<file path="src/rtl/mcwk_pkg.sv">
// ----------------------------------------------------------------------------
// mcwk_pkg
// Shared types, mode codes and angle constants for the mecanum wheel
// kinematics block, plus the sine polynomial used to build the quarter table.
// ----------------------------------------------------------------------------
package mcwk_pkg;

  typedef logic [2:0]          mode_t;
  typedef logic signed [15:0]  speed_t;
  typedef logic signed [16:0]  offset_t;
  typedef logic signed [16:0]  sine_t;
  typedef logic signed [19:0]  wz_t;
  typedef logic signed [23:0]  gain_t;
  typedef logic signed [23:0]  ref_t;

  localparam mode_t MODE_ZERO_FORCE    = 3'd0;
  localparam mode_t MODE_NO_FOLLOW     = 3'd1;
  localparam mode_t MODE_FOLLOW_GIMBAL = 3'd2;
  localparam mode_t MODE_ROTATE        = 3'd3;
  localparam mode_t MODE_OTHER         = 3'd4;

  localparam logic [1:0] WHEEL_FL = 2'd0;
  localparam logic [1:0] WHEEL_FR = 2'd1;
  localparam logic [1:0] WHEEL_BL = 2'd2;
  localparam logic [1:0] WHEEL_BR = 2'd3;

  // Angles are in 1/256 degree; a quarter turn is 45 * 2^9.
  localparam int TURN         = 92160;
  localparam int QUARTER      = 23040;
  localparam int QUARTER_ODD  = 45;
  localparam int QUARTER_LOG2 = 9;

  localparam int ROTATE_SPIN  = 2500;
  localparam int REF_MAX      = 8388607;
  localparam int REF_MIN      = -8388608;

  // a times b (Q30), truncated toward zero
  function automatic longint mul_q30(input longint a, input longint b);
    longint mag;
    longint p;
    mag = (a < 0) ? -a : a;
    p   = (mag * b) >>> 30;
    return (a < 0) ? -p : p;
  endfunction

  // sin of x (Q30 fraction of a quarter turn), rounded to Q15, 0..32768
  function automatic logic [15:0] sine_poly(input longint x);
    longint x2;
    longint p;
    longint s;
    x2 = (x * x) >>> 30;
    p  = 64'sd172272;
    p  = -64'sd5026994   + mul_q30(p, x2);
    p  = 64'sd85569306   + mul_q30(p, x2);
    p  = -64'sd693598669 + mul_q30(p, x2);
    p  = 64'sd1686629713 + mul_q30(p, x2);
    s  = mul_q30(p, x);
    if (s < 0) s = 0;
    s = (s + 64'sd16384) >>> 15;
    if (s > 64'sd32768) s = 64'sd32768;
    return s[15:0];
  endfunction

endpackage

</file>
<file path="src/rtl/mcwk_spin.sv">
// ----------------------------------------------------------------------------
// mcwk_spin
// Spin rate selection by mode: squares the offset for follow-gimbal, applies
// the reverse flag, and delays the rate to line up with the angle pipeline.
// ----------------------------------------------------------------------------
module mcwk_spin import mcwk_pkg::*; (
  input  logic       clk,
  input  logic [5:1] en,
  input  mode_t      mode,
  input  speed_t     spin_command,
  input  offset_t    gimbal_offset,
  input  logic       reverse_spin,
  output wz_t        wz
);

  logic signed [17:0] gx;
  logic [16:0]        gabs_nxt;
  logic [16:0]        gabs1_r;
  logic               gneg1_r;
  mode_t              mode1_r;
  logic               rev1_r;
  speed_t             spin1_r;
  logic [33:0]        gsq2_r;
  logic               gneg2_r;
  mode_t              mode2_r;
  logic               rev2_r;
  speed_t             spin2_r;
  logic [34:0]        gsq_bias;
  logic [18:0]        follow_mag;
  wz_t                pick;
  wz_t                wz_nxt;
  wz_t                wz3_r;
  wz_t                wz4_r;
  wz_t                wz5_r;

  always_comb begin
    gx       = gimbal_offset;
    gabs_nxt = gimbal_offset[16] ? 17'(-gx) : 17'(gx);
  end

  always_comb begin
    gsq_bias   = 35'(gsq2_r) + 35'd8192;
    follow_mag = gsq_bias[32:14];
    case (mode2_r)
      MODE_NO_FOLLOW:     pick = '0;
      MODE_FOLLOW_GIMBAL: pick = gneg2_r ? wz_t'({1'b0, follow_mag})
                                         : -wz_t'({1'b0, follow_mag});
      MODE_ROTATE:        pick = wz_t'(ROTATE_SPIN);
      default:            pick = wz_t'(spin2_r);
    endcase
    wz_nxt = rev2_r ? -pick : pick;
  end

  always_ff @(posedge clk) begin
    if (en[1]) begin
      gabs1_r <= gabs_nxt;
      gneg1_r <= gimbal_offset[16];
      mode1_r <= mode;
      rev1_r  <= reverse_spin;
      spin1_r <= spin_command;
    end
    if (en[2]) begin
      gsq2_r  <= 34'(gabs1_r) * 34'(gabs1_r);
      gneg2_r <= gneg1_r;
      mode2_r <= mode1_r;
      rev2_r  <= rev1_r;
      spin2_r <= spin1_r;
    end
    if (en[3]) wz3_r <= wz_nxt;
    if (en[4]) wz4_r <= wz3_r;
    if (en[5]) wz5_r <= wz4_r;
  end

  assign wz = wz5_r;

endmodule

</file>
<file path="config.mk">
export PLATFORM = sky130hd
export DESIGN_NAME = mcwk_spin
export DESIGN_NICKNAME = d
export VERILOG_FILES = /design/src/rtl/mcwk_pkg.sv /design/src/rtl/mcwk_spin.sv
export SDC_FILE = /design/constraint.sdc
export NUM_CORES = 1
export LEC_CHECK = 0
export BUFFER_PORTS_ARGS = -buffer_cell sky130_fd_sc_hd__buf_2
export CAP_MARGIN = 10
export CELL_PAD_IN_SITES_DETAIL_PLACEMENT = 0
export CELL_PAD_IN_SITES_GLOBAL_PLACEMENT = 2
export CORE_ASPECT_RATIO = 0.8
export CORE_UTILIZATION = 39
export CTS_CLUSTER_DIAMETER = 30
export DETAILED_ROUTE_END_ITERATION = 10
export PLACE_DENSITY = 0.75
export SLEW_MARGIN = 0
export SYNTH_ARGS = -nofsm -noshare
export SYNTH_HDL_FRONTEND = slang
export SYNTH_SLANG_ARGS = --single-unit
</file>
<file path="constraint.sdc">
create_clock -name clk -period 6.7 [get_ports clk]
set_input_delay 1.675 -clock clk [delete_from_list [all_inputs] [get_ports clk]]
set_output_delay 1.675 -clock clk [all_outputs]
set_load 0.005 [all_outputs]
</file>
# Word-level counts from Yosys, hierarchy flattened
# Index checks and enable logic that the tools add are counted.
# totals
regBits,152
input_bits,43
out_inout_bits,20
wordCells,26
# op_classes
n_addsub,4
multipliers,1
n_eq_ne,3
n_mux,4
# op_table
cell,n
$pmux W20 S3,1
$mux W20,2
$add A33 B14 Y33 const B,1
$mul A17 B17 Y33,1
$neg A19 Y20,1
$neg A20 Y20,1
$neg A17 Y17,1
$mux W16,1
$eq A3 B2 Y1 const B,2
$eq A3 B1 Y1 const B,1

# Logic depth before layout (Yosys ltp)
# Gate-level depths: netlist (run 1).
# depth
word_depth,6
depth_mapped,25
depth_no_buf,24

# Least setup slack after synthesis (run 1)
# Ideal clock, no wire load.
# synth_path
path_type,flip-flop to flip-flop
from,register gabs1_r[10]
to,"register gsq2_r[25], data pin"
setup_ps,258
t_arrival_ps,6188
required_time_ps,6442
setup_slack_ps,254
path_stages_with_launch,24
path_buffers,1
period_less_slack_ps,6446
cell_sequence,edfxtp_1 -> clkbuf_1 -> nand2_1 -> inv_1 -> fa_1 -> inv_1 -> fa_1 -> fa_1 -> inv_1 -> fa_1 -> fa_1 -> inv_1 -> fa_1 -> inv_1 -> ha_1 -> a21o_1 -> a2111oi_0 -> o21a_1 -> o31ai_1 -> or3_1 -> a31oi_1 -> o21ai_0 -> a21oi_1 -> xnor2_1
# synth_via
elab_chain_cells,1
# synth_rtl
element,line,rtl
start: declaration,mcwk_spin.sv:18,logic [16:0] gabs1_r;
start signal: assignment,mcwk_spin.sv:56,gabs1_r <= gabs_nxt;
$mul A17 B17 Y33,mcwk_spin.sv:63,gsq2_r <= 34'(gabs1_r) * 34'(gabs1_r);
end signal: assignment,mcwk_spin.sv:63,
end: declaration,mcwk_spin.sv:23,logic [33:0] gsq2_r;
# No other way between the ends.
# A chain may end at the register's enable or synchronous reset.

# Final worst setup path (run 1)
# layout_path
from,register gabs1_r[9]
to,"register gsq2_r[32], data pin"
# The elaborated chain is that of the path after synthesis.

==> impl_metrics.prom, run 1 <==
# TYPE chip_impl_metric gauge
chip_impl_metric{name="antenna_found_initial",unit=""} 0
chip_impl_metric{name="cp_data_required_time",unit="ns"} 6.88
chip_impl_metric{name="tightestPinTransition",unit="ns"} 0.993
chip_impl_info{name="most_frequent_cp_cell",value="fa_1"} 1
chip_impl_metric{name="m1WireLength",unit="mm"} 14.5
chip_impl_metric{name="detailedRoute.firstIterationViolations",unit=""} 469
chip_impl_metric{name="cp.arrival",unit="ns"} 6.66
chip_impl_metric{name="finish.net_count",unit=""} 1732
chip_impl_metric{name="timing.critical_path.slowest_cell_delay",unit="ns"} 0.54
chip_impl_metric{name="cts_hold_buffers",unit=""} 0
chip_impl_metric{name="die_area",unit="sq um"} 36700
chip_impl_info{name="hold_path_startpoint",value="wz4_r[19]"} 1
chip_impl_metric{name="post_synthesis_cell_area",unit="sq um"} 14000
chip_impl_metric{name="routed_wirelength",unit="mm"} 28.7
chip_impl_metric{name="cts_buffers",unit=""} 17
chip_impl_metric{name="max_cap_violations",unit=""} 0
chip_impl_metric{name="grt_start_max_net_pins",unit=""} 42
chip_impl_metric{name="drc",unit=""} 0
chip_impl_metric{name="area_growth",unit="%"} 11.8
chip_impl_metric{name="path_max_fanout",unit=""} 6
chip_impl_metric{name="relSlewSlack",unit=""} 0.338
chip_impl_metric{name="routed_via_count",unit=""} 8882
chip_impl_info{name="hold_class",value="reg2reg"} 1
chip_impl_metric{name="drt-vias-per-instance",unit=""} 4.74
chip_impl_metric{name="fin_max_slew_vios",unit=""} 0
chip_impl_info{name="top_layer",value="met4"} 1
chip_impl_metric{name="io_buffers",unit=""} 62
chip_impl_metric{name="synth_enable_flop_cells",unit=""} 139
chip_impl_metric{name="timing.final.setup_violations",unit=""} 0
chip_impl_metric{name="std_cell_rows",unit=""} 61
chip_impl_metric{name="post-route-period-util",unit=""} 0.967
chip_impl_metric{name="grt_overflow_total",unit=""} 0
chip_impl_metric{name="path_depth",unit=""} 22
chip_impl_metric{name="finalHoldViolCount",unit=""} 0
chip_impl_metric{name="worst_slack",unit="ns"} 0.218
chip_impl_info{name="run_status",value="completed"} 1
chip_impl_metric{name="clkSlewWorstSetupHoldPaths",unit="ns"} 0.07
chip_impl_metric{name="fin_area",unit="sq um"} 15700
chip_impl_metric{name="synth.yosys.warnings",unit=""} 0
chip_impl_info{name="end_of_the_worst_hold_path",value="wz[19]"} 1
chip_impl_metric{name="wl_met2",unit="mm"} 12.8
chip_impl_metric{name="detailedPlacementHpwl",unit="mm"} 23.9
chip_impl_info{name="crit-reg2reg-launch",value="gabs1_r[9]"} 1
chip_impl_metric{name="timing.clock.skew",unit="ns"} 0.0137
chip_impl_metric{name="wire_length_of_the_first_global_routing_pass",unit="mm"} 48.1
chip_impl_metric{name="first_global_vias",unit=""} 9260
chip_impl_metric{name="tritoncts_num_sinks",unit=""} 139
chip_impl_metric{name="boundaryPins",unit=""} 63
chip_impl_metric{name="count_of_cell_types_in_the_netlist",unit=""} 70
chip_impl_info{name="critical_path.slowest_cell",value="fa_1"} 1
chip_impl_metric{name="gp_congestion",unit=""} 0.836
chip_impl_info{name="synth_top_cells_by_area",value="edfxtp_1 30%, fa_1 27%, ha_1 9.8%"} 1
chip_impl_metric{name="core_area",unit="sq um"} 35100
chip_impl_info{name="clock_tree_from_tritoncts",value="yes"} 1
chip_impl_metric{name="hold_critical_path_depth",unit=""} 0
chip_impl_metric{name="reg2regPathDepth",unit=""} 22
chip_impl_metric{name="synth_largest_type_area_fraction",unit=""} 0.298
chip_impl_metric{name="layout.core_utilization",unit=""} 0.446
chip_impl_metric{name="syn_inst",unit=""} 1303
chip_impl_metric{name="dr_wl_met3",unit="mm"} 1.10
chip_impl_metric{name="gr-usage-all-layers",unit=""} 0.168
chip_impl_metric{name="clkLatencyLatePin",unit="ns"} 0.43
chip_impl_metric{name="postSynthNetCount",unit=""} 1645
chip_impl_metric{name="ant_nets",unit=""} 0
chip_impl_info{name="critPathTopFamily",value="adder cells"} 1
chip_impl_info{name="cts_root_buffer",value="clkbuf_16"} 1
chip_impl_metric{name="htree_num_levels",unit=""} 4
chip_impl_metric{name="synth-async-reset-ratio",unit=""} 0
chip_impl_metric{name="drive_above_1_share",unit=""} 0.123
chip_impl_info{name="timing.critical_path.to_type",value="flop"} 1
chip_impl_metric{name="num_antenna_cells",unit=""} 0
chip_impl_info{name="crit_chain",value="and2_4 -> fa_1 -> inv_1 -> fa_1 -> fa_1 -> inv_1 -> fa_1 -> fa_1 -> inv_1 -> fa_1 -> inv_1 -> ha_1 -> a21o_1 -> a2111oi_2 -> o21a_2 -> o31ai_4 -> buf_4 -> o22a_1 -> a31o_2 -> a21o_1 -> a21oi_2 -> xnor2_1"} 1
chip_impl_info{name="ff_to_ff_end",value="gsq2_r[32]"} 1
chip_impl_info{name="worstSetupStartpointType",value="flop"} 1
chip_impl_metric{name="drt_pass1_iterations",unit=""} 5
chip_impl_metric{name="cp.buffers_inverters",unit=""} 5
chip_impl_metric{name="placement.cell_area",unit="sq um"} 15000
chip_impl_metric{name="syn_avg_cell_area",unit="sq um"} 10.8
chip_impl_info{name="setup_cp_type",value="reg2reg"} 1
chip_impl_metric{name="drt-wirelength-per-cell",unit="um"} 15.3
chip_impl_metric{name="yosysSeqAreaShare",unit=""} 0.298
chip_impl_metric{name="max_freq",unit="GHz"} 0.154
chip_impl_info{name="synth_top_cell_by_area",value="edfxtp_1"} 1
chip_impl_metric{name="initial_core_util",unit=""} 0.399
chip_impl_metric{name="die_boundary_height",unit="um"} 172
chip_impl_metric{name="place_ws",unit="ns"} 0.0146
chip_impl_metric{name="final.min_clock_period",unit="ns"} 6.48
chip_impl_metric{name="yosys_register_bits",unit=""} 139
chip_impl_metric{name="clock_tree.buffer_depth",unit=""} 2
chip_impl_metric{name="tns",unit="ns"} 0
chip_impl_metric{name="die_w",unit="um"} 214
chip_impl_info{name="synthFlopType",value="edfxtp_1"} 1
chip_impl_metric{name="setup.reg_to_reg.worst_slack",unit="ns"} 0.22
[layout make-up]
| class | count | area, sq um |
|---|---|---|
| inverters | 278 | 1040 |
| well taps | 472 | 591 |
| flip-flops and latches | 139 | 4170 |
| clock buffers | 17 | 425 |
| fillers | 3374 | 19400 |
| repair buffers | 105 | 633 |
| clock inverters | 15 | 141 |
| multi-input cells | 849 | 8660 |
[logic make-up after synthesis]
logic type	Yosys count	synth area share
multiplexers	7	0.00607
XOR/XNOR	94	0.0587
buffers and inverters	315	0.0878
flip-flops	139	0.298
AO/OA/AOI/OAI	124	0.0614
adder cells (fa/ha/maj)	299	0.368
AND/OR/NAND/NOR	325	0.120
[stage by stage]
step	hold WS, ns	std cells
2_1_floorplan	0.400	1303
3_3_place_gp	0.400	1837
3_5_place_dp	0.405	1837
4_1_cts	0.412	1869
5_1_grt	0.419	1875
6_report	0.410	1875
[metal layers]
metal,up-vias,global-route usage
met4,0,0.0347
met5,-,0
met1,4385,0.240
li1,4363,-
met3,18,0.0269
met2,116,0.270
[state kept, by name (all words and copies together) (netlist names), 3 cells and up]
register	count
gsq2_r	20
mode1_r	3
wz	20
gabs1_r	17
spin2_r	16
mode2_r	3
wz4_r	20
spin1_r	16
wz3_r	20
[cells in the final DEF (no fill, tap or decap), types with 6 or more instances in the layout]
master	Yosys	layout
xor2_1	23	23
nor2b_1	7	7
o21ai_0	27	25
nand4_1	15	15
nand2_1	126	126
a21oi_1	26	25
o31ai_1	9	8
xnor2_1	71	71
inv_8	0	6
clkbuf_16	0	17
nand2b_1	7	7
nand3_1	17	17
a21o_1	11	11
and2_1	62	61
buf_4	2	43
buf_2	4	62
fa_1	189	189
and4_1	6	6
nor2_1	31	30
a31oi_1	8	7
ha_1	110	110
nor3_1	10	10
edfxtp_1	139	139
or3_1	8	8
inv_1	278	278
[worst reg2reg max path, stage by stage (launching register included)]
cell	delay [ns]
edfxtp_1	0.51
and2_4	0.23
fa_1	0.51
inv_1	0.05
fa_1	0.45
fa_1	0.52
inv_1	0.05
fa_1	0.46
fa_1	0.54
inv_1	0.05
fa_1	0.53
inv_1	0.04
ha_1	0.33
a21o_1	0.20
a2111oi_2	0.36
o21a_2	0.25
o31ai_4	0.10
buf_4	0.16
o22a_1	0.20
a31o_2	0.27
a21o_1	0.21
a21oi_2	0.15
xnor2_1	0.07
[cells in the mapped netlist, drive strengths merged, types with 4 or more instances]
master	n
nor3	11
o211ai	5
o21bai	5
buf	9
o31ai	9
nor4	5
nand2	127
or2	5
and4	8
fa	189
nor2	31
edfxtp	139
a21o	11
xnor2	71
nand2b	7
xor2	23
nor2b	7
a21oi	27
nand3	17
clkbuf	28
a31oi	9
nand3b	4
ha	110
and3	7
inv	278
or3	9
o21ai	28
and2	62
nand4	15
or4	4
mux2i	5
[repair_timing]
action / in CTS / in global routing
buffers inserted: 0 / 6
endpoints found under the setup margin: 1 / 7
pin swaps: 0 / 6
gates resized for setup: 1 / 11
[worst max-delay path by stage]
stage / from / endpoint
5_1_grt: gabs1_r[9] / gsq2_r[32]
3_5_place_dp: gabs1_r[4] / gsq2_r[25]
6_report: gabs1_r[9] / gsq2_r[32]
2_1_floorplan: gabs1_r[10] / gsq2_r[25]
4_1_cts: gabs1_r[4] / gsq2_r[32]
3_3_place_gp: gabs1_r[4] / gsq2_r[25]
Power of run 1 is not shown: default switching activity piles up to over one toggle a cycle in this logic, so the estimate is an artifact.
==> run 2: changes to the inputs <==
--- a/config.mk
+++ b/config.mk
@@ -5,12 +5,13 @@
 export SDC_FILE = /design/constraint.sdc
 export NUM_CORES = 1
 export LEC_CHECK = 0
+export ABC_AREA = 1
 export BUFFER_PORTS_ARGS = -buffer_cell sky130_fd_sc_hd__buf_2
 export CAP_MARGIN = 10
 export CELL_PAD_IN_SITES_DETAIL_PLACEMENT = 0
 export CELL_PAD_IN_SITES_GLOBAL_PLACEMENT = 2
 export CORE_ASPECT_RATIO = 0.8
-export CORE_UTILIZATION = 39
+export CORE_UTILIZATION = 37
 export CTS_CLUSTER_DIAMETER = 30
 export DETAILED_ROUTE_END_ITERATION = 10
 export PLACE_DENSITY = 0.75
==> run 2 against run 1 <==
Fmax is 3.1% higher. Sequential share of layout area is 0.98 points lower. Setup slack better by 0.20 ns. Global-route usage is 0.19 points higher. Synthesized cell count is 23% higher. Via count is 11% higher. Register-to-register slack better by 0.20 ns. First-iteration DRC count is 8.1% higher. Critical path type unchanged.
==> impl_metrics.prom, run 2 <==
# TYPE chip_impl_metric gauge
chip_impl_metric{name="syn_inst",unit=""} 1598
chip_impl_info{name="timing.critical_path.to_type",value="flop"} 1
chip_impl_metric{name="drive_above_1_share",unit=""} 0.118
chip_impl_metric{name="postSynthNetCount",unit=""} 1940
chip_impl_metric{name="clkLatencyLatePin",unit="ns"} 0.43
chip_impl_metric{name="gp_congestion",unit=""} 0.790
chip_impl_metric{name="num_antenna_cells",unit=""} 0
chip_impl_metric{name="first_global_vias",unit=""} 10600
chip_impl_metric{name="clkSlewWorstSetupHoldPaths",unit="ns"} 0.08
chip_impl_metric{name="htree_num_levels",unit=""} 4
chip_impl_metric{name="placement.cell_area",unit="sq um"} 15600
chip_impl_metric{name="area_growth",unit="%"} 11.0
chip_impl_metric{name="syn_avg_cell_area",unit="sq um"} 9.17
chip_impl_metric{name="finalHoldViolCount",unit=""} 0
chip_impl_metric{name="die_boundary_height",unit="um"} 180
chip_impl_metric{name="antenna_found_initial",unit=""} 0
chip_impl_metric{name="detailedPlacementHpwl",unit="mm"} 26.2
chip_impl_metric{name="tns",unit="ns"} 0
chip_impl_metric{name="synth.yosys.warnings",unit=""} 0
chip_impl_metric{name="synth_largest_type_area_fraction",unit=""} 0.285
chip_impl_metric{name="routed_via_count",unit=""} 9840
chip_impl_metric{name="wire_length_of_the_first_global_routing_pass",unit="mm"} 54.1
chip_impl_info{name="run_status",value="completed"} 1
chip_impl_metric{name="drc",unit=""} 0
chip_impl_metric{name="timing.final.setup_violations",unit=""} 0
chip_impl_metric{name="gr-usage-all-layers",unit=""} 0.170
chip_impl_metric{name="clock_tree.buffer_depth",unit=""} 2
chip_impl_info{name="synthFlopType",value="edfxtp_1"} 1
chip_impl_metric{name="drt-wirelength-per-cell",unit="um"} 14.2
chip_impl_metric{name="fin_max_slew_vios",unit=""} 0
chip_impl_info{name="synth_top_cell_by_area",value="edfxtp_1"} 1
chip_impl_info{name="leading_cell_type_in_the_layout_fill_and_taps_excluded",value="inv_1"} 1
chip_impl_metric{name="relSlewSlack",unit=""} 0.298
chip_impl_metric{name="routed_wirelength",unit="mm"} 31.3
chip_impl_info{name="hold_class",value="reg2reg"} 1
chip_impl_metric{name="boundaryPins",unit=""} 63
chip_impl_metric{name="final.min_clock_period",unit="ns"} 6.28
chip_impl_metric{name="fin_area",unit="sq um"} 16300
chip_impl_metric{name="timing.clock.skew",unit="ns"} 0.0140
chip_impl_info{name="layout.cells.most_common_list",value="391 x inv_1, 332 x nand2_1, 189 x fa_1"} 1
chip_impl_metric{name="drt_pass1_iterations",unit=""} 5
chip_impl_metric{name="core_area",unit="sq um"} 38600
chip_impl_info{name="setup_cp_type",value="reg2reg"} 1
chip_impl_info{name="synth_top_cells_by_area",value="edfxtp_1 28%, fa_1 26%, inv_1 10%"} 1
chip_impl_metric{name="drt-vias-per-instance",unit=""} 4.46
chip_impl_metric{name="io_buffers",unit=""} 62
chip_impl_info{name="synth_most_common_cell",value="inv_1"} 1
chip_impl_metric{name="post-route-period-util",unit=""} 0.938
chip_impl_metric{name="tritoncts_num_sinks",unit=""} 139
chip_impl_metric{name="std_cell_rows",unit=""} 64
chip_impl_info{name="clock_tree_from_tritoncts",value="yes"} 1
chip_impl_metric{name="worst_slack",unit="ns"} 0.416
chip_impl_metric{name="grt_start_max_net_pins",unit=""} 42
chip_impl_metric{name="max_freq",unit="GHz"} 0.159
chip_impl_metric{name="ant_nets",unit=""} 0
chip_impl_info{name="unrepaired_setup_endpoints_after_global_routing",value="no"} 1
chip_impl_metric{name="post_synthesis_cell_area",unit="sq um"} 14700
chip_impl_metric{name="yosys_register_bits",unit=""} 139
chip_impl_metric{name="place_ws",unit="ns"} 0.297
chip_impl_info{name="worstSetupStartpointType",value="flop"} 1
chip_impl_metric{name="layout.core_utilization",unit=""} 0.422
chip_impl_metric{name="finish.net_count",unit=""} 2005
chip_impl_metric{name="count_of_cell_types_in_the_netlist",unit=""} 45
chip_impl_metric{name="yosysSeqAreaShare",unit=""} 0.285
chip_impl_metric{name="cp.arrival",unit="ns"} 6.45
chip_impl_metric{name="synth-async-reset-ratio",unit=""} 0
chip_impl_metric{name="max_cap_violations",unit=""} 0
chip_impl_metric{name="die_w",unit="um"} 224
chip_impl_metric{name="tightestPinTransition",unit="ns"} 1.05
chip_impl_metric{name="die_area",unit="sq um"} 40400
chip_impl_metric{name="cts_buffers",unit=""} 17
chip_impl_metric{name="synth_enable_flop_cells",unit=""} 139
chip_impl_info{name="cts_root_buffer",value="clkbuf_16"} 1
chip_impl_metric{name="cp_data_required_time",unit="ns"} 6.87
chip_impl_metric{name="path_max_fanout",unit=""} 13
chip_impl_info{name="synth.top_cells.by_count",value="391 x inv_1, 332 x nand2_1, 189 x fa_1"} 1
chip_impl_metric{name="detailedRoute.firstIterationViolations",unit=""} 507
chip_impl_metric{name="initial_core_util",unit=""} 0.380
chip_impl_metric{name="grt_overflow_total",unit=""} 0
run 2: logic make-up (layout without fill, tap and decap cells):
| family | count (synthesis) | count (layout) | share of synthesized area |
|---|---|---|---|
| XOR/XNOR | 65 | 65 | 0.0394 |
| multiplexers | 1 | 1 | 0.000768 |
| AO/OA/AOI/OAI | 101 | 101 | 0.0402 |
| adder cells (fa/ha/maj) | 299 | 299 | 0.352 |
| flip-flops | 139 | 139 | 0.285 |
| buffers and inverters | 446 | 524 | 0.115 |
| AND/OR/NAND/NOR | 547 | 547 | 0.168 |
run 2: repair_timing:
action,4_1_cts,5_1_grt
hold buffers,0,0
setup buffers,0,8
gates resized for setup,0,1
endpoints found under the setup margin,0,5
run 2: final cells by class:
| cell class | instances | area (sq um) |
|---|---|---|
| well taps | 528 | 661 |
| fillers | 3876 | 22300 |
| flip-flops and latches | 139 | 4170 |
| clock inverters | 15 | 179 |
| inverters | 404 | 1520 |
| clock buffers | 17 | 425 |
| multi-input cells | 1013 | 8800 |
| repair buffers | 88 | 518 |
run 2: worst max-delay path: stages (launching register included):
cell	delay, ns
edfxtp_1	0.44
buf_4	0.28
nand2_1	0.11
fa_1	0.60
inv_1	0.07
fa_1	0.52
inv_1	0.05
fa_1	0.47
inv_1	0.05
fa_1	0.50
fa_1	0.54
inv_1	0.05
fa_1	0.52
inv_1	0.04
ha_1	0.35
nand2_1	0.11
nor2_1	0.14
o21ai_0	0.10
o211ai_1	0.08
o21bai_1	0.19
nand2_1	0.18
a31oi_1	0.36
nand2_1	0.09
nand2_1	0.08
xor2_1	0.06
run 2: final timing paths:
kind / startpoint / to / slack (ns) / cells after the start
max: gabs1_r[10] / gsq2_r[32] / 0.42 / 24
min: wz4_r[18] / wz[18] / 0.41 / 0
max reg2reg: gabs1_r[10] / gsq2_r[32] / 0.42 / 24
min reg2reg: wz4_r[18] / wz[18] / 0.41 / 0
run 2: through the flow:
step / hold slack, ns / cells
after floorplan: 0.400 / 1598
after global placement: 0.403 / 2164
after detailed placement: 0.405 / 2164
after CTS: 0.413 / 2196
after global routing: 0.415 / 2204
final: 0.412 / 2204
run 2: routing by layer:
metal | vias to the layer above | global-route usage | share of wire
met3 | 13 | 0.0260 | 0.034
met2 | 125 | 0.265 | 0.43
met4 | 0 | 0.0297 | 0.0073
met5 | - | 0 | 0
met1 | 4701 | 0.252 | 0.52
li1 | 5001 | - | -
Power of run 2 is left out for the same reason.
==> run 3: changes to the inputs <==
==> constraint.sdc (replaced) <==
create_clock -name clk -period 5.1 [get_ports clk]
set_input_delay 1.275 -clock clk [delete_from_list [all_inputs] [get_ports clk]]
set_output_delay 1.275 -clock clk [all_outputs]
set_load 0.005 [all_outputs]
==> run 3 against run 2 <==
First-iteration DRC count grew 7.5%. Critical endpoint is now gsq2_r[30]. Cell area increased by 11%. Utilization is 4.8 points higher. Setup slack worse by 0.89 ns. Global-route usage increased by 0.86 points. Die area unchanged. Sequential share of layout area decreased by 2.6 points. Non-clock buffer count up 155. Critical path depth down 4. The run now ends with negative setup slack left. Register-to-register slack worse by 0.89 ns. Cell count increased by 7.0%. Highest routed layer unchanged.
==> impl_metrics.prom, run 3 (synthesis gave the netlist of run 2 again) <==
# TYPE chip_impl_metric gauge
chip_impl_metric{name="cp.arrival",unit="ns"} 5.75
chip_impl_info{name="critPathLaunch",value="gabs1_r[12]"} 1
chip_impl_info{name="hold_path_startpoint",value="spin1_r[4]"} 1
chip_impl_info{name="leading_cell_type_in_the_layout_fill_and_taps_excluded",value="inv_1"} 1
chip_impl_metric{name="finish.net_count",unit=""} 2160
chip_impl_info{name="end_of_the_worst_hold_path",value="spin2_r[4]"} 1
chip_impl_metric{name="gr-usage-all-layers",unit=""} 0.178
chip_impl_metric{name="finalHoldViolCount",unit=""} 0
chip_impl_metric{name="seqCellArea",unit="sq um"} 4170
chip_impl_info{name="setup_cp_type",value="reg2reg"} 1
chip_impl_metric{name="routed_wirelength",unit="mm"} 32.4
chip_impl_info{name="cts_root_buffer",value="clkbuf_16"} 1
chip_impl_info{name="clock_tree_from_tritoncts",value="yes"} 1
chip_impl_metric{name="grt_start_max_net_pins",unit=""} 42
chip_impl_metric{name="antenna_found_initial",unit=""} 0
chip_impl_metric{name="grt_overflow_total",unit=""} 0
chip_impl_metric{name="clkLatencyLatePin",unit="ns"} 0.44
chip_impl_info{name="hold_class",value="reg2reg"} 1
chip_impl_info{name="timing.critical_path.to_type",value="flop"} 1
chip_impl_info{name="most_frequent_cp_cell",value="fa_1"} 1
chip_impl_metric{name="worst_slack",unit="ns"} -0.471
chip_impl_metric{name="num_antenna_cells",unit=""} 0
chip_impl_metric{name="path_depth",unit=""} 20
chip_impl_metric{name="std_cell_rows",unit=""} 64
chip_impl_metric{name="area_growth",unit="%"} 23.7
chip_impl_metric{name="detailedPlacementHpwl",unit="mm"} 27.3
chip_impl_metric{name="multi_input_area",unit="sq um"} 9360
chip_impl_metric{name="gp_congestion",unit=""} 0.832
chip_impl_metric{name="final.min_clock_period",unit="ns"} 5.57
chip_impl_metric{name="drt-wirelength-per-cell",unit="um"} 13.7
chip_impl_metric{name="ant_nets",unit=""} 0
chip_impl_info{name="failed_checks",value="negative setup slack"} 1
chip_impl_metric{name="routed_via_count",unit=""} 10600
chip_impl_metric{name="timing.clock.skew",unit="ns"} 0.0119
chip_impl_metric{name="timing.critical_path.slowest_cell_delay",unit="ns"} 0.54
chip_impl_metric{name="relSlewSlack",unit=""} 0.313
chip_impl_info{name="run_status",value="finished, violations left"} 1
chip_impl_metric{name="reg2regPathDepth",unit=""} 20
chip_impl_metric{name="place_ws",unit="ns"} -0.737
chip_impl_metric{name="first_global_vias",unit=""} 11600
chip_impl_metric{name="hold_critical_path_depth",unit=""} 0
chip_impl_metric{name="n_fill_cell",unit=""} 3781
chip_impl_metric{name="cts_buffers",unit=""} 17
chip_impl_metric{name="max_freq",unit="GHz"} 0.179
chip_impl_metric{name="initial_core_util",unit=""} 0.380
chip_impl_info{name="worstSetupStartpointType",value="flop"} 1
chip_impl_info{name="ff_to_ff_end",value="gsq2_r[30]"} 1
chip_impl_metric{name="fin_max_slew_vios",unit=""} 0
chip_impl_metric{name="die_boundary_height",unit="um"} 180
chip_impl_info{name="critPathTopFamily",value="adder cells"} 1
chip_impl_metric{name="clkSlewWorstSetupHoldPaths",unit="ns"} 0.07
chip_impl_info{name="crit_chain",value="buf_12 -> buf_12 -> nand2_2 -> fa_1 -> fa_1 -> fa_1 -> inv_1 -> fa_1 -> fa_1 -> inv_1 -> fa_1 -> inv_1 -> ha_4 -> nand2_1 -> o21a_1 -> inv_1 -> a21oi_4 -> o31ai_4 -> a21oi_2 -> xor2_1"} 1
chip_impl_metric{name="wire_length_of_the_first_global_routing_pass",unit="mm"} 57.1
chip_impl_metric{name="core_area",unit="sq um"} 38600
chip_impl_metric{name="tightestPinTransition",unit="ns"} 1.03
chip_impl_metric{name="timing.final.setup_violations",unit=""} 19
chip_impl_metric{name="tritoncts_num_sinks",unit=""} 139
chip_impl_metric{name="drt-vias-per-instance",unit=""} 4.48
chip_impl_metric{name="detailedRoute.firstIterationViolations",unit=""} 545
chip_impl_info{name="critical_path.slowest_cell",value="fa_1"} 1
chip_impl_metric{name="drive_above_1_share",unit=""} 0.250
chip_impl_metric{name="die_w",unit="um"} 224
chip_impl_metric{name="drt_pass1_iterations",unit=""} 5
chip_impl_metric{name="io_buffers",unit=""} 62
chip_impl_info{name="layout.cells.most_common_list",value="375 x inv_1, 302 x nand2_1, 184 x fa_1"} 1
chip_impl_metric{name="drc",unit=""} 0
chip_impl_metric{name="max_cap_violations",unit=""} 0
chip_impl_metric{name="path_max_fanout",unit=""} 6
chip_impl_metric{name="post-route-period-util",unit=""} 1.09
chip_impl_metric{name="htree_num_levels",unit=""} 4
chip_impl_metric{name="cp.buffers_inverters",unit=""} 6
chip_impl_metric{name="boundaryPins",unit=""} 63
chip_impl_info{name="crit-reg2reg-launch",value="gabs1_r[12]"} 1
chip_impl_metric{name="clock_tree.buffer_depth",unit=""} 2
chip_impl_info{name="unrepaired_setup_endpoints_after_global_routing",value="yes"} 1
chip_impl_metric{name="setup.reg_to_reg.worst_slack",unit="ns"} -0.47
chip_impl_metric{name="cp_data_required_time",unit="ns"} 5.28
chip_impl_metric{name="die_area",unit="sq um"} 40400
chip_impl_metric{name="whs",unit="ns"} 0.413
run 3: timing repair:
item | in CTS | in global routing
pin swaps | 34 | 7
resized for setup | 61 | 26
hold buffers | 0 | 0
setup endpoints to repair | 20 | 20
buffers inserted | 15 | 5
run 3: worst max path at each step:
stage | to | slack [ns]
after CTS | gsq2_r[30] | -0.48
after global placement | gsq2_r[30] | -0.69
after floorplan | gsq2_r[30] | -0.39
after detailed placement | gsq2_r[30] | -0.74
after global routing | gsq2_r[29] | -0.71
final | gsq2_r[30] | -0.47
run 3: layout make-up:
class,instances,area share
clock buffers,17,0.0235
clock inverters,15,0.00918
inverters,404,0.0836
multi-input cells,1013,0.516
flip-flops and latches,139,0.230
well taps,528,0.0364
repair buffers,243,0.101
run 3: per-layer routing:
metal / global-route usage / routed length [um]
met1: 0.256 / 16100
met2: 0.288 / 14800
met3: 0.0219 / 1070
met4: 0.0400 / 425
met5: 0 / 0
run 3: metrics by stage:
step | std cells | utilization | TNS (ns) | instance area (sq um)
floorplan | 1598 | - | -3.75 | 15100
global placement | 2307 | 0.441 | -9.26 | 17000
detailed placement | 2307 | 0.441 | -10.05 | 17000
CTS | 2354 | 0.466 | -6.56 | 18000
global route | 2359 | 0.470 | -10.81 | 18100
finish | 2359 | 0.470 | -6.23 | 18100
Power of run 3 is left out for the same reason.
